$ cat src/rivl_pkg.sv
// Package for the record image view lookup block.
// Holds the transaction structs, status and register codes and stream constants.
// No dependencies.
`timescale 1ns / 1ps

package rivl_pkg;

  // Image layout
  localparam int MaxRecords  = 64;
  localparam int RecordBytes = 24;
  localparam int HeaderBytes = 8;

  // The byte counter stops one past the largest legal image length
  localparam int LenCap  = HeaderBytes + MaxRecords * RecordBytes + 1;
  localparam int CntW    = $clog2(LenCap + 1);
  localparam int RecNumW = $clog2(MaxRecords + 1);

  // Header byte positions
  localparam int MagicBytes = 4;
  localparam int VerLoPos   = 4;
  localparam int VerHiPos   = 5;
  localparam int CountLoPos = 6;
  localparam int CountHiPos = 7;

  // Offsets within one record
  localparam int KindOff      = 0;
  localparam int DirLoOff     = 2;
  localparam int DirHiOff     = 3;
  localparam int FieldsLoOff  = 17;
  localparam int FieldsHiOff  = 22;
  localparam int RecLastOff   = RecordBytes - 1;

  // Magic "IDB1", entry 0 first on the stream
  localparam logic [MagicBytes-1:0][7:0] Magic = {8'h31, 8'h42, 8'h44, 8'h49};

  typedef enum logic [2:0] {
    StatusOk       = 3'd0,
    StatusLenErr   = 3'd1,
    StatusBadMagic = 3'd2,
    StatusBadVer   = 3'd3,
    StatusCountBig = 3'd4
  } status_e;

  typedef enum logic [1:0] {
    RegTargetDir       = 2'd0,
    RegExpectedVersion = 2'd1,
    RegViewKind        = 2'd2
  } cfg_reg_e;

  typedef struct packed {
    logic [7:0] byte_value;
    logic       last_byte;
  } in_item_t;

  typedef struct packed {
    logic [2:0]  status;
    logic        found;
    logic [5:0]  record_index;
    logic [15:0] pos_x;
    logic [15:0] pos_y;
    logic [15:0] view_flags;
  } out_item_t;

endpackage

$ cat src/record_image_view_lookup_core.sv
// Record image view lookup: header check and view record search over a byte stream.
// Depends on rivl_pkg (structs, status and register codes, layout constants).
`timescale 1ns / 1ps

// Channel   | Direction | Handshake                  | Payload
// ----------+-----------+----------------------------+--------------------------------
// in        | sink      | in_valid_i / in_stall_o    | in_item_t: byte_value, last_byte
// out       | source    | out_valid_o / out_stall_i  | out_item_t: status .. view_flags
// cfg       | sink      | cfg_valid_i / cfg_ready_o  | cfg_index_i, cfg_data_i
//
// One byte per clock while the input is not stalled. Each byte updates the stream state
// on the edge it is taken; on the final byte the result is formed from the updated state
// in the same cycle and lands in the output register, so it appears in the cycle after
// the last byte. The input stalls only while a result sits in the output register and
// the sink stalls it. Reset initialises config, stream state and output valid at once,
// but not the output payload: no clearing pass. The config port never stalls.

module record_image_view_lookup_core
  import rivl_pkg::*;
(
  input  logic        clk_i,
  input  logic        rst_ni,
  // byte stream
  input  logic        in_valid_i,
  output logic        in_stall_o,
  input  in_item_t    in_item_i,
  // results
  output logic        out_valid_o,
  input  logic        out_stall_i,
  output out_item_t   out_item_o,
  // register writes
  input  logic        cfg_valid_i,
  output logic        cfg_ready_o,
  input  logic [1:0]  cfg_index_i,
  input  logic [15:0] cfg_data_i
);

  // Configuration registers
  logic [15:0] target_dir_q;
  logic [15:0] exp_ver_q;
  logic [7:0]  view_kind_q;

  // Stream state
  logic [CntW-1:0]    byte_cnt_q,   byte_cnt_d,   byte_cnt_u;
  logic               magic_ok_q,   magic_ok_d,   magic_ok_u;
  logic [15:0]        ver_word_q,   ver_word_d,   ver_word_u;
  logic [15:0]        cnt_word_q,   cnt_word_d,   cnt_word_u;
  logic [4:0]         rec_off_q,    rec_off_d,    rec_off_u;
  logic [RecNumW-1:0] rec_num_q,    rec_num_d,    rec_num_u;
  logic               cur_match_q,  cur_match_d,  cur_match_u;
  logic [7:0]         cur_dir_lo_q, cur_dir_lo_d, cur_dir_lo_u;
  logic [47:0]        cur_fields_q, cur_fields_d, cur_fields_u;
  logic               hit_q,        hit_d,        hit_u;
  logic [47:0]        hit_fields_q, hit_fields_d, hit_fields_u;
  logic [RecNumW-1:0] hit_idx_q,    hit_idx_d,    hit_idx_u;

  // Output register
  logic      out_valid_q, out_valid_d;
  out_item_t out_item_q,  out_item_d;

  logic        in_accept;
  logic [7:0]  in_byte;
  logic [2:0]  lane;
  status_e     status;
  logic        found;
  logic [CntW-1:0] exp_len;

  assign in_stall_o  = out_valid_q & out_stall_i;
  assign in_accept   = in_valid_i & ~in_stall_o;
  assign in_byte     = in_item_i.byte_value;
  assign lane        = 3'(rec_off_q - 5'(FieldsLoOff));
  assign cfg_ready_o = 1'b1;
  assign out_valid_o = out_valid_q;
  assign out_item_o  = out_item_q;

  // Register writes; unknown index is dropped
  always_ff @(posedge clk_i or negedge rst_ni) begin
    if (!rst_ni) begin
      target_dir_q <= 16'd0;
      exp_ver_q    <= 16'd1;
      view_kind_q  <= 8'd0;
    end else if (cfg_valid_i && cfg_ready_o) begin
      unique case (cfg_reg_e'(cfg_index_i))
        RegTargetDir:       target_dir_q <= cfg_data_i;
        RegExpectedVersion: exp_ver_q    <= cfg_data_i;
        RegViewKind:        view_kind_q  <= cfg_data_i[7:0];
        default: ;
      endcase
    end
  end

  // Stream state after taking the current byte
  always_comb begin
    byte_cnt_u   = byte_cnt_q;
    magic_ok_u   = magic_ok_q;
    ver_word_u   = ver_word_q;
    cnt_word_u   = cnt_word_q;
    rec_off_u    = rec_off_q;
    rec_num_u    = rec_num_q;
    cur_match_u  = cur_match_q;
    cur_dir_lo_u = cur_dir_lo_q;
    cur_fields_u = cur_fields_q;
    hit_u        = hit_q;
    hit_fields_u = hit_fields_q;
    hit_idx_u    = hit_idx_q;

    // Saturated counter: overlong tail is ignored
    if (byte_cnt_q < CntW'(LenCap)) begin
      byte_cnt_u = byte_cnt_q + 1'b1;
      priority if (byte_cnt_q < CntW'(MagicBytes)) begin
        if (in_byte != Magic[byte_cnt_q[1:0]]) begin
          magic_ok_u = 1'b0;
        end
      end else if (byte_cnt_q == CntW'(VerLoPos)) begin
        ver_word_u[7:0] = in_byte;
      end else if (byte_cnt_q == CntW'(VerHiPos)) begin
        ver_word_u[15:8] = in_byte;
      end else if (byte_cnt_q == CntW'(CountLoPos)) begin
        cnt_word_u[7:0] = in_byte;
      end else if (byte_cnt_q == CntW'(CountHiPos)) begin
        cnt_word_u[15:8] = in_byte;
      end else if (rec_num_q < RecNumW'(MaxRecords)) begin
        priority if (rec_off_q == 5'(KindOff)) begin
          cur_match_u  = (in_byte == view_kind_q);
          cur_fields_u = 48'd0;
        end else if (rec_off_q == 5'(DirLoOff)) begin
          cur_dir_lo_u = in_byte;
        end else if (rec_off_q == 5'(DirHiOff)) begin
          cur_match_u = cur_match_q & ({in_byte, cur_dir_lo_q} == target_dir_q);
        end else if (rec_off_q >= 5'(FieldsLoOff) && rec_off_q <= 5'(FieldsHiOff)) begin
          cur_fields_u[lane*8 +: 8] = cur_fields_q[lane*8 +: 8] | in_byte;
        end else if (rec_off_q == 5'(RecLastOff)) begin
          // first match wins
          if (cur_match_q && !hit_q) begin
            hit_u        = 1'b1;
            hit_fields_u = cur_fields_q;
            hit_idx_u    = rec_num_q;
          end
        end else begin
        end

        if (rec_off_q == 5'(RecLastOff)) begin
          rec_off_u = 5'd0;
          rec_num_u = rec_num_q + 1'b1;
        end else begin
          rec_off_u = rec_off_q + 5'd1;
        end
      end else begin
      end
    end
  end

  // Final status, checks in header order; count is bounded before the length product
  assign exp_len = CntW'(HeaderBytes) + CntW'(cnt_word_u[RecNumW-1:0]) * CntW'(RecordBytes);

  always_comb begin
    priority if (byte_cnt_u < CntW'(HeaderBytes)) begin
      status = StatusLenErr;
    end else if (!magic_ok_u) begin
      status = StatusBadMagic;
    end else if (ver_word_u != exp_ver_q) begin
      status = StatusBadVer;
    end else if (cnt_word_u > 16'(MaxRecords)) begin
      status = StatusCountBig;
    end else if (exp_len != byte_cnt_u) begin
      status = StatusLenErr;
    end else begin
      status = StatusOk;
    end
  end

  assign found = (status == StatusOk) & hit_u;

  always_comb begin
    out_item_d.status       = status;
    out_item_d.found        = found;
    out_item_d.record_index = found ? 6'(hit_idx_u)       : 6'd0;
    out_item_d.pos_x        = found ? hit_fields_u[15:0]  : 16'd0;
    out_item_d.pos_y        = found ? hit_fields_u[31:16] : 16'd0;
    out_item_d.view_flags   = found ? hit_fields_u[47:32] : 16'd0;
  end

  // Next state: hold when idle, clear after the final byte
  always_comb begin
    byte_cnt_d   = byte_cnt_q;
    magic_ok_d   = magic_ok_q;
    ver_word_d   = ver_word_q;
    cnt_word_d   = cnt_word_q;
    rec_off_d    = rec_off_q;
    rec_num_d    = rec_num_q;
    cur_match_d  = cur_match_q;
    cur_dir_lo_d = cur_dir_lo_q;
    cur_fields_d = cur_fields_q;
    hit_d        = hit_q;
    hit_fields_d = hit_fields_q;
    hit_idx_d    = hit_idx_q;
    if (in_accept) begin
      if (in_item_i.last_byte) begin
        byte_cnt_d   = '0;
        magic_ok_d   = 1'b1;
        ver_word_d   = 16'd0;
        cnt_word_d   = 16'd0;
        rec_off_d    = 5'd0;
        rec_num_d    = '0;
        cur_match_d  = 1'b0;
        cur_dir_lo_d = 8'd0;
        cur_fields_d = 48'd0;
        hit_d        = 1'b0;
        hit_fields_d = 48'd0;
        hit_idx_d    = '0;
      end else begin
        byte_cnt_d   = byte_cnt_u;
        magic_ok_d   = magic_ok_u;
        ver_word_d   = ver_word_u;
        cnt_word_d   = cnt_word_u;
        rec_off_d    = rec_off_u;
        rec_num_d    = rec_num_u;
        cur_match_d  = cur_match_u;
        cur_dir_lo_d = cur_dir_lo_u;
        cur_fields_d = cur_fields_u;
        hit_d        = hit_u;
        hit_fields_d = hit_fields_u;
        hit_idx_d    = hit_idx_u;
      end
    end
  end

  always_ff @(posedge clk_i or negedge rst_ni) begin
    if (!rst_ni) begin
      byte_cnt_q   <= '0;
      magic_ok_q   <= 1'b1;
      ver_word_q   <= 16'd0;
      cnt_word_q   <= 16'd0;
      rec_off_q    <= 5'd0;
      rec_num_q    <= '0;
      cur_match_q  <= 1'b0;
      cur_dir_lo_q <= 8'd0;
      cur_fields_q <= 48'd0;
      hit_q        <= 1'b0;
      hit_fields_q <= 48'd0;
      hit_idx_q    <= '0;
    end else begin
      byte_cnt_q   <= byte_cnt_d;
      magic_ok_q   <= magic_ok_d;
      ver_word_q   <= ver_word_d;
      cnt_word_q   <= cnt_word_d;
      rec_off_q    <= rec_off_d;
      rec_num_q    <= rec_num_d;
      cur_match_q  <= cur_match_d;
      cur_dir_lo_q <= cur_dir_lo_d;
      cur_fields_q <= cur_fields_d;
      hit_q        <= hit_d;
      hit_fields_q <= hit_fields_d;
      hit_idx_q    <= hit_idx_d;
    end
  end

  // Output register: loads on the final byte, empties when the sink takes it
  always_comb begin
    out_valid_d = out_valid_q;
    if (in_accept && in_item_i.last_byte) begin
      out_valid_d = 1'b1;
    end else if (out_valid_q && !out_stall_i) begin
      out_valid_d = 1'b0;
    end
  end

  always_ff @(posedge clk_i or negedge rst_ni) begin
    if (!rst_ni) begin
      out_valid_q <= 1'b0;
    end else begin
      out_valid_q <= out_valid_d;
    end
  end

  always_ff @(posedge clk_i) begin
    if (in_accept && in_item_i.last_byte) begin
      out_item_q <= out_item_d;
    end
  end

endmodule

$ cat config.mk
export PLATFORM = sky130hd
export DESIGN_NAME = record_image_view_lookup_core
export DESIGN_NICKNAME = d
export VERILOG_FILES = /design/src/rivl_pkg.sv /design/src/record_image_view_lookup_core.sv
export SDC_FILE = /design/constraint.sdc
export NUM_CORES = 1
export LEC_CHECK = 0
export BUFFER_PORTS_ARGS = -buffer_cell sky130_fd_sc_hd__buf_4
export CAP_MARGIN = 20
export CORE_ASPECT_RATIO = 0.7
export CORE_MARGIN = 4
export CORE_UTILIZATION = 45
export CTS_CLUSTER_SIZE = 24
export DETAILED_ROUTE_END_ITERATION = 10
export PLACE_DENSITY = 0.62
export SYNTH_ARGS = -nofsm -noshare
export SYNTH_HDL_FRONTEND = slang
export SYNTH_SLANG_ARGS = --single-unit
$ cat constraint.sdc
create_clock -name clk_i -period 7.6 [get_ports clk_i]
set_input_delay 0.38 -clock clk_i [delete_from_list [all_inputs] [get_ports clk_i]]
set_output_delay 0.38 -clock clk_i [all_outputs]
set_load 0.01 [all_outputs]
==> impl_summary.txt <==
----------------------------------------------------
[Min path]
  Cells on Worst Hold Path ... 2
  Worst-case hold path end point ... exp_ver_q[15]
  Hold path startpoint ... cfg_data_i[15]
  Min-delay worst type ... in2reg

[Route]
  Number of antenna-violating nets in the routed design ... 0
  Aggregate routed wire length ... ~36 mm
  DR DRC count ... 0
  Detailed Route Iter0 Violations ... between 900 and 1000
  Via count normalized by instance count ... 5.83
  Routed vias ... roughly 11000
  Average wire per standard cell ... just under 20 um
  Number of iterations in the first detailed-routing pass ... 5

[Timing]
  Unrepaired setup endpoints after global routing ... no
  Setup Total Neg Slack ... 0 ns
  Fin Clk Skew ... roughly 0.013 ns
  Final worst setup slack ... approximately 1.8 ns
  Transition at the pin with the smallest max-transition slack ... 1.10 ns
  Max-slew violations ... 0
  FMAX ... 0.173 GHz
  Finish-stage setup viols ... 0
  Final hold viol count ... 0
  Relative max-transition margin ... a little over a quarter
  Post-layout minimum cycle time ... slightly below 6 ns
  Hold slack final ... ~0.065 ns
  Final worst path period share ... between 70% and 80%

[Clocking]
  Clock tree from TritonCTS ... yes
  Clock tree buffer depth ... 3
  Reg clk slew, reported paths ... around 0.06 ns
  Number of buffers inserted to repair setup after CTS ... 0
  Number of buffers inserted during clock tree synthesis ... 29
  Total clock sinks ... between 200 and 300
  Clock Root Buffer ... sky130_fd_sc_hd__clkbuf_16
  CTS H-tree depth ... 1
  # resized after CTS ... 0
  Clock insertion delay at the later pin of the skew report ... about 0.56 ns

[Yosys]
  Share of synthesized area occupied by flip-flops and latches ... about 50%
  Synth Cell Area ... between 10000 and 15000 um2
  Top flip-flop cell by instance count after synthesis ... sky130_fd_sc_hd__dfrtp_1
  Async set or reset register ratio after synthesis ... between 70% and 80%
  Cell types with the highest counts after synthesis ... sky130_fd_sc_hd__dfrtp_1, sky130_fd_sc_hd__nand2_1, sky130_fd_sc_hd__a22oi_1
  FF+latch count, synth ... roughly 270
  Synth top area cells ... sky130_fd_sc_hd__dfrtp_1, sky130_fd_sc_hd__edfxtp_1, sky130_fd_sc_hd__mux2i_1, sky130_fd_sc_hd__a22oi_1, sky130_fd_sc_hd__mux2_2
  Library cell with the highest instance count after synthesis ... sky130_fd_sc_hd__dfrtp_1
  Largest area contributor in the netlist ... sky130_fd_sc_hd__dfrtp_1
  Yosys Warn Count ... 0
  Synth cell types ... 74
  Net count after synthesis ... around 1400
  Cells after synthesis ... between 1000 and 1500
  Area fraction of the dominant cell type after synthesis ... a little over a third
  Mean area per synthesized cell ... roughly 11 um2
  Count of flip-flops with a built-in enable after synthesis ... between 50 and 60

[Critical path]
  Critical path startpoint category ... flip-flop
  RR Startpoint ... byte_cnt_q[6]
  R2R Path End ... out_item_o[3]
  R2r setup slk ... about 1.8 ns
  Start-to-end type of the worst setup path ... reg2reg
  Worst reg-to-reg path cell count ... 17
  Max Fanout on Critical Path ... between 50 and 60
  Critical Path Sink Type ... flip-flop
  Arrival time at the worst endpoint ... around 6.2 ns
  Required time at the endpoint of the critical path ... roughly 8 ns

[Global route]
  Grt total ovfl ... 0
  Tot GR Track Use ... about a fifth
  Maximum number of pins on one net before global-route repair ... 80
  Wire length of the first global-routing pass ... 57.6 mm
  Initial antenna violation count ... 0
  Number of global-route vias before repair ... 10100

[Cells and area]
  Area delta synth->final ... 13.6%
  Share of layout cells above drive strength 1 ... between 10% and 20%
  Net total in the final layout ... between 1000 and 1500
  Post-layout instance area ... 16100 um2
  Antenna Cells ... 0

[Status]
  Result of the run ... complete, no violations

[Placed design]
  Minimum setup slack after placement ... 1.97 ns
  Global placer's final weighted congestion ... a little under 0.9
  DPL Wire Length ... about 24 mm
  Total cell area at the placement stage ... ~15000 um2
  Buffers on Ports ... 91

[Pwr]
  Clock power share ... roughly a third
  Comb pwr share ... a little under a quarter
  Power density over the cells ... 254 nW/um2
  Switching power total ... 0.00131 W
  Overall power ... slightly above 0.004 W
  Proportion of power drawn by flip-flops and latches ... between 40% and 50%
  Max rail drop VDD ... ~180 uV
  Share of total power consumed by net switching ... 32.0%
  Internal Power ... around 0.0028 W
  Leakage power ... ~6.7 nW

[Die]
  Core footprint ... just over 30000 um2
  Vert. Die Dim ... between 150 and 200 um
  Die Outline Area ... about 34000 um2
  Number of standard-cell rows in the floorplan ... 54
  I/O Pins ... 93
  X dimension of the die ... roughly 220 um
  Initial core utilization ... 45.5%

[Flow run]
  Max-capacitance violation count ... 0

----------------------------------------------------
## final cells by class
cell class,count,area (um2)
Fill cell,2836,15000
Sequential cell,267,6970
Inverter,33,124
Clock inverter,9,71.3
Multi-Input combinational cell,939,6710
Clock buffer,44,812
Tap cell,420,526
Timing Repair Buffer,108,852
## placed cells by master, fill, tap and decap left out, types with 23 or more instances in the layout
cell type / netlist / final
sky130_fd_sc_hd__a22oi_1: 81 / 81
sky130_fd_sc_hd__xnor2_1: 49 / 49
sky130_fd_sc_hd__ha_1: 23 / 23
sky130_fd_sc_hd__nand2_1: 153 / 152
sky130_fd_sc_hd__a21oi_1: 24 / 24
sky130_fd_sc_hd__mux2i_1: 69 / 69
sky130_fd_sc_hd__buf_4: 2 / 104
sky130_fd_sc_hd__clkbuf_16: 0 / 29
sky130_fd_sc_hd__o21ai_1: 52 / 51
sky130_fd_sc_hd__mux2_2: 51 / 51
sky130_fd_sc_hd__dfrtp_1: 207 / 207
sky130_fd_sc_hd__nor2_1: 57 / 56
sky130_fd_sc_hd__edfxtp_1: 58 / 58
sky130_fd_sc_hd__o21ai_0: 71 / 71
sky130_fd_sc_hd__nor3_2: 49 / 49
sky130_fd_sc_hd__inv_1: 33 / 32
## flip-flops by register name (all words and copies together), names as in the netlist, 8 cells and up
register and count:
target_dir_q 16, ver_word_q 16, out_item_o 58, exp_ver_q 16, cnt_word_q 16, view_kind_q 8, cur_fields_q 48, hit_fields_q 48
byte_cnt_q 11, cur_dir_lo_q 8
## how the worst max path moves through the flow
stage          slack [ns]  depth (start not counted)          start             end
2_1_floorplan        2.77                         19  byte_cnt_q[4]  out_item_o[10]
3_3_place_gp         2.20                         17  byte_cnt_q[6]   out_item_o[4]
3_5_place_dp         1.97                         17  byte_cnt_q[6]   out_item_o[1]
4_1_cts              1.94                         17  byte_cnt_q[6]   out_item_o[3]
5_1_grt              1.53                         17  byte_cnt_q[6]   out_item_o[0]
6_report             1.83                         17  byte_cnt_q[6]   out_item_o[3]
## per-layer routing
metal | wire [um] | vias to the layer above | global-route usage (%)
li1 | - | 4971 | -
met1 | 18600 | 5290 | 34.6
met2 | 14600 | 314 | 28.4
met3 | 2220 | 39 | 3.47
met4 | 658 | 0 | 4.30
met5 | 0 | - | 0
## stage by stage
| stage | utilization [%] | cells |
|---|---|---|
| 2_1_floorplan | - | 1328 |
| 3_3_place_gp | 48.7 | 1763 |
| 3_5_place_dp | 48.7 | 1764 |
| 4_1_cts | 51.6 | 1818 |
| 5_1_grt | 51.7 | 1820 |
| 6_report | 51.7 | 1820 |
## worst max-delay path: stages, from the launching register on
cell	delay (ns)
sky130_fd_sc_hd__dfrtp_1	0.56
sky130_fd_sc_hd__nor4_1	0.96
sky130_fd_sc_hd__nand4_1	0.17
sky130_fd_sc_hd__buf_4	0.24
sky130_fd_sc_hd__mux2i_1	0.42
sky130_fd_sc_hd__inv_1	0.13
sky130_fd_sc_hd__ha_1	0.22
sky130_fd_sc_hd__inv_1	0.07
sky130_fd_sc_hd__fa_1	0.47
sky130_fd_sc_hd__nand2b_1	0.20
sky130_fd_sc_hd__or3_1	0.34
sky130_fd_sc_hd__a211o_1	0.32
sky130_fd_sc_hd__a211oi_1	0.31
sky130_fd_sc_hd__o2111ai_1	0.17
sky130_fd_sc_hd__a211oi_1	0.23
sky130_fd_sc_hd__nand4b_1	0.20
sky130_fd_sc_hd__buf_12	0.25
sky130_fd_sc_hd__nor3_1	0.26
## cell families (layout without fill, tap and decap cells)
family          after synthesis  in the layout  synth area share [%]
buf+inv                     122            194                  3.57
mux                         128            128                  10.2
simple gates                388            388                  14.8
flops                       267            267                  49.3
xor+xnor                     73             73                  4.73
fa+ha+maj                    24             24                  2.18
other cells                   1              1                0.0265
compound gates              325            325                  15.2
## power by group through the flow
| stage | combinational (W) | sequential (W) | clock (W) |
|---|---|---|---|
| detailed placement | 0.000944 | 0.00181 | 0 |
| CTS | 0.000948 | 0.00179 | 0.00137 |
| finish | 0.000958 | 0.00179 | 0.00134 |
| global placement | 0.000924 | 0.00181 | 0 |
| global route | 0.00106 | 0.00182 | 0.00143 |
| floorplan | 0.000714 | 0.00175 | 0 |
## repair_timing
item	4_1_cts	5_1_grt
setup endpoints to repair	0	0
hold buffers	1	0
endpoints found under the hold margin	55	0
(Power assumes the default switching activity.)
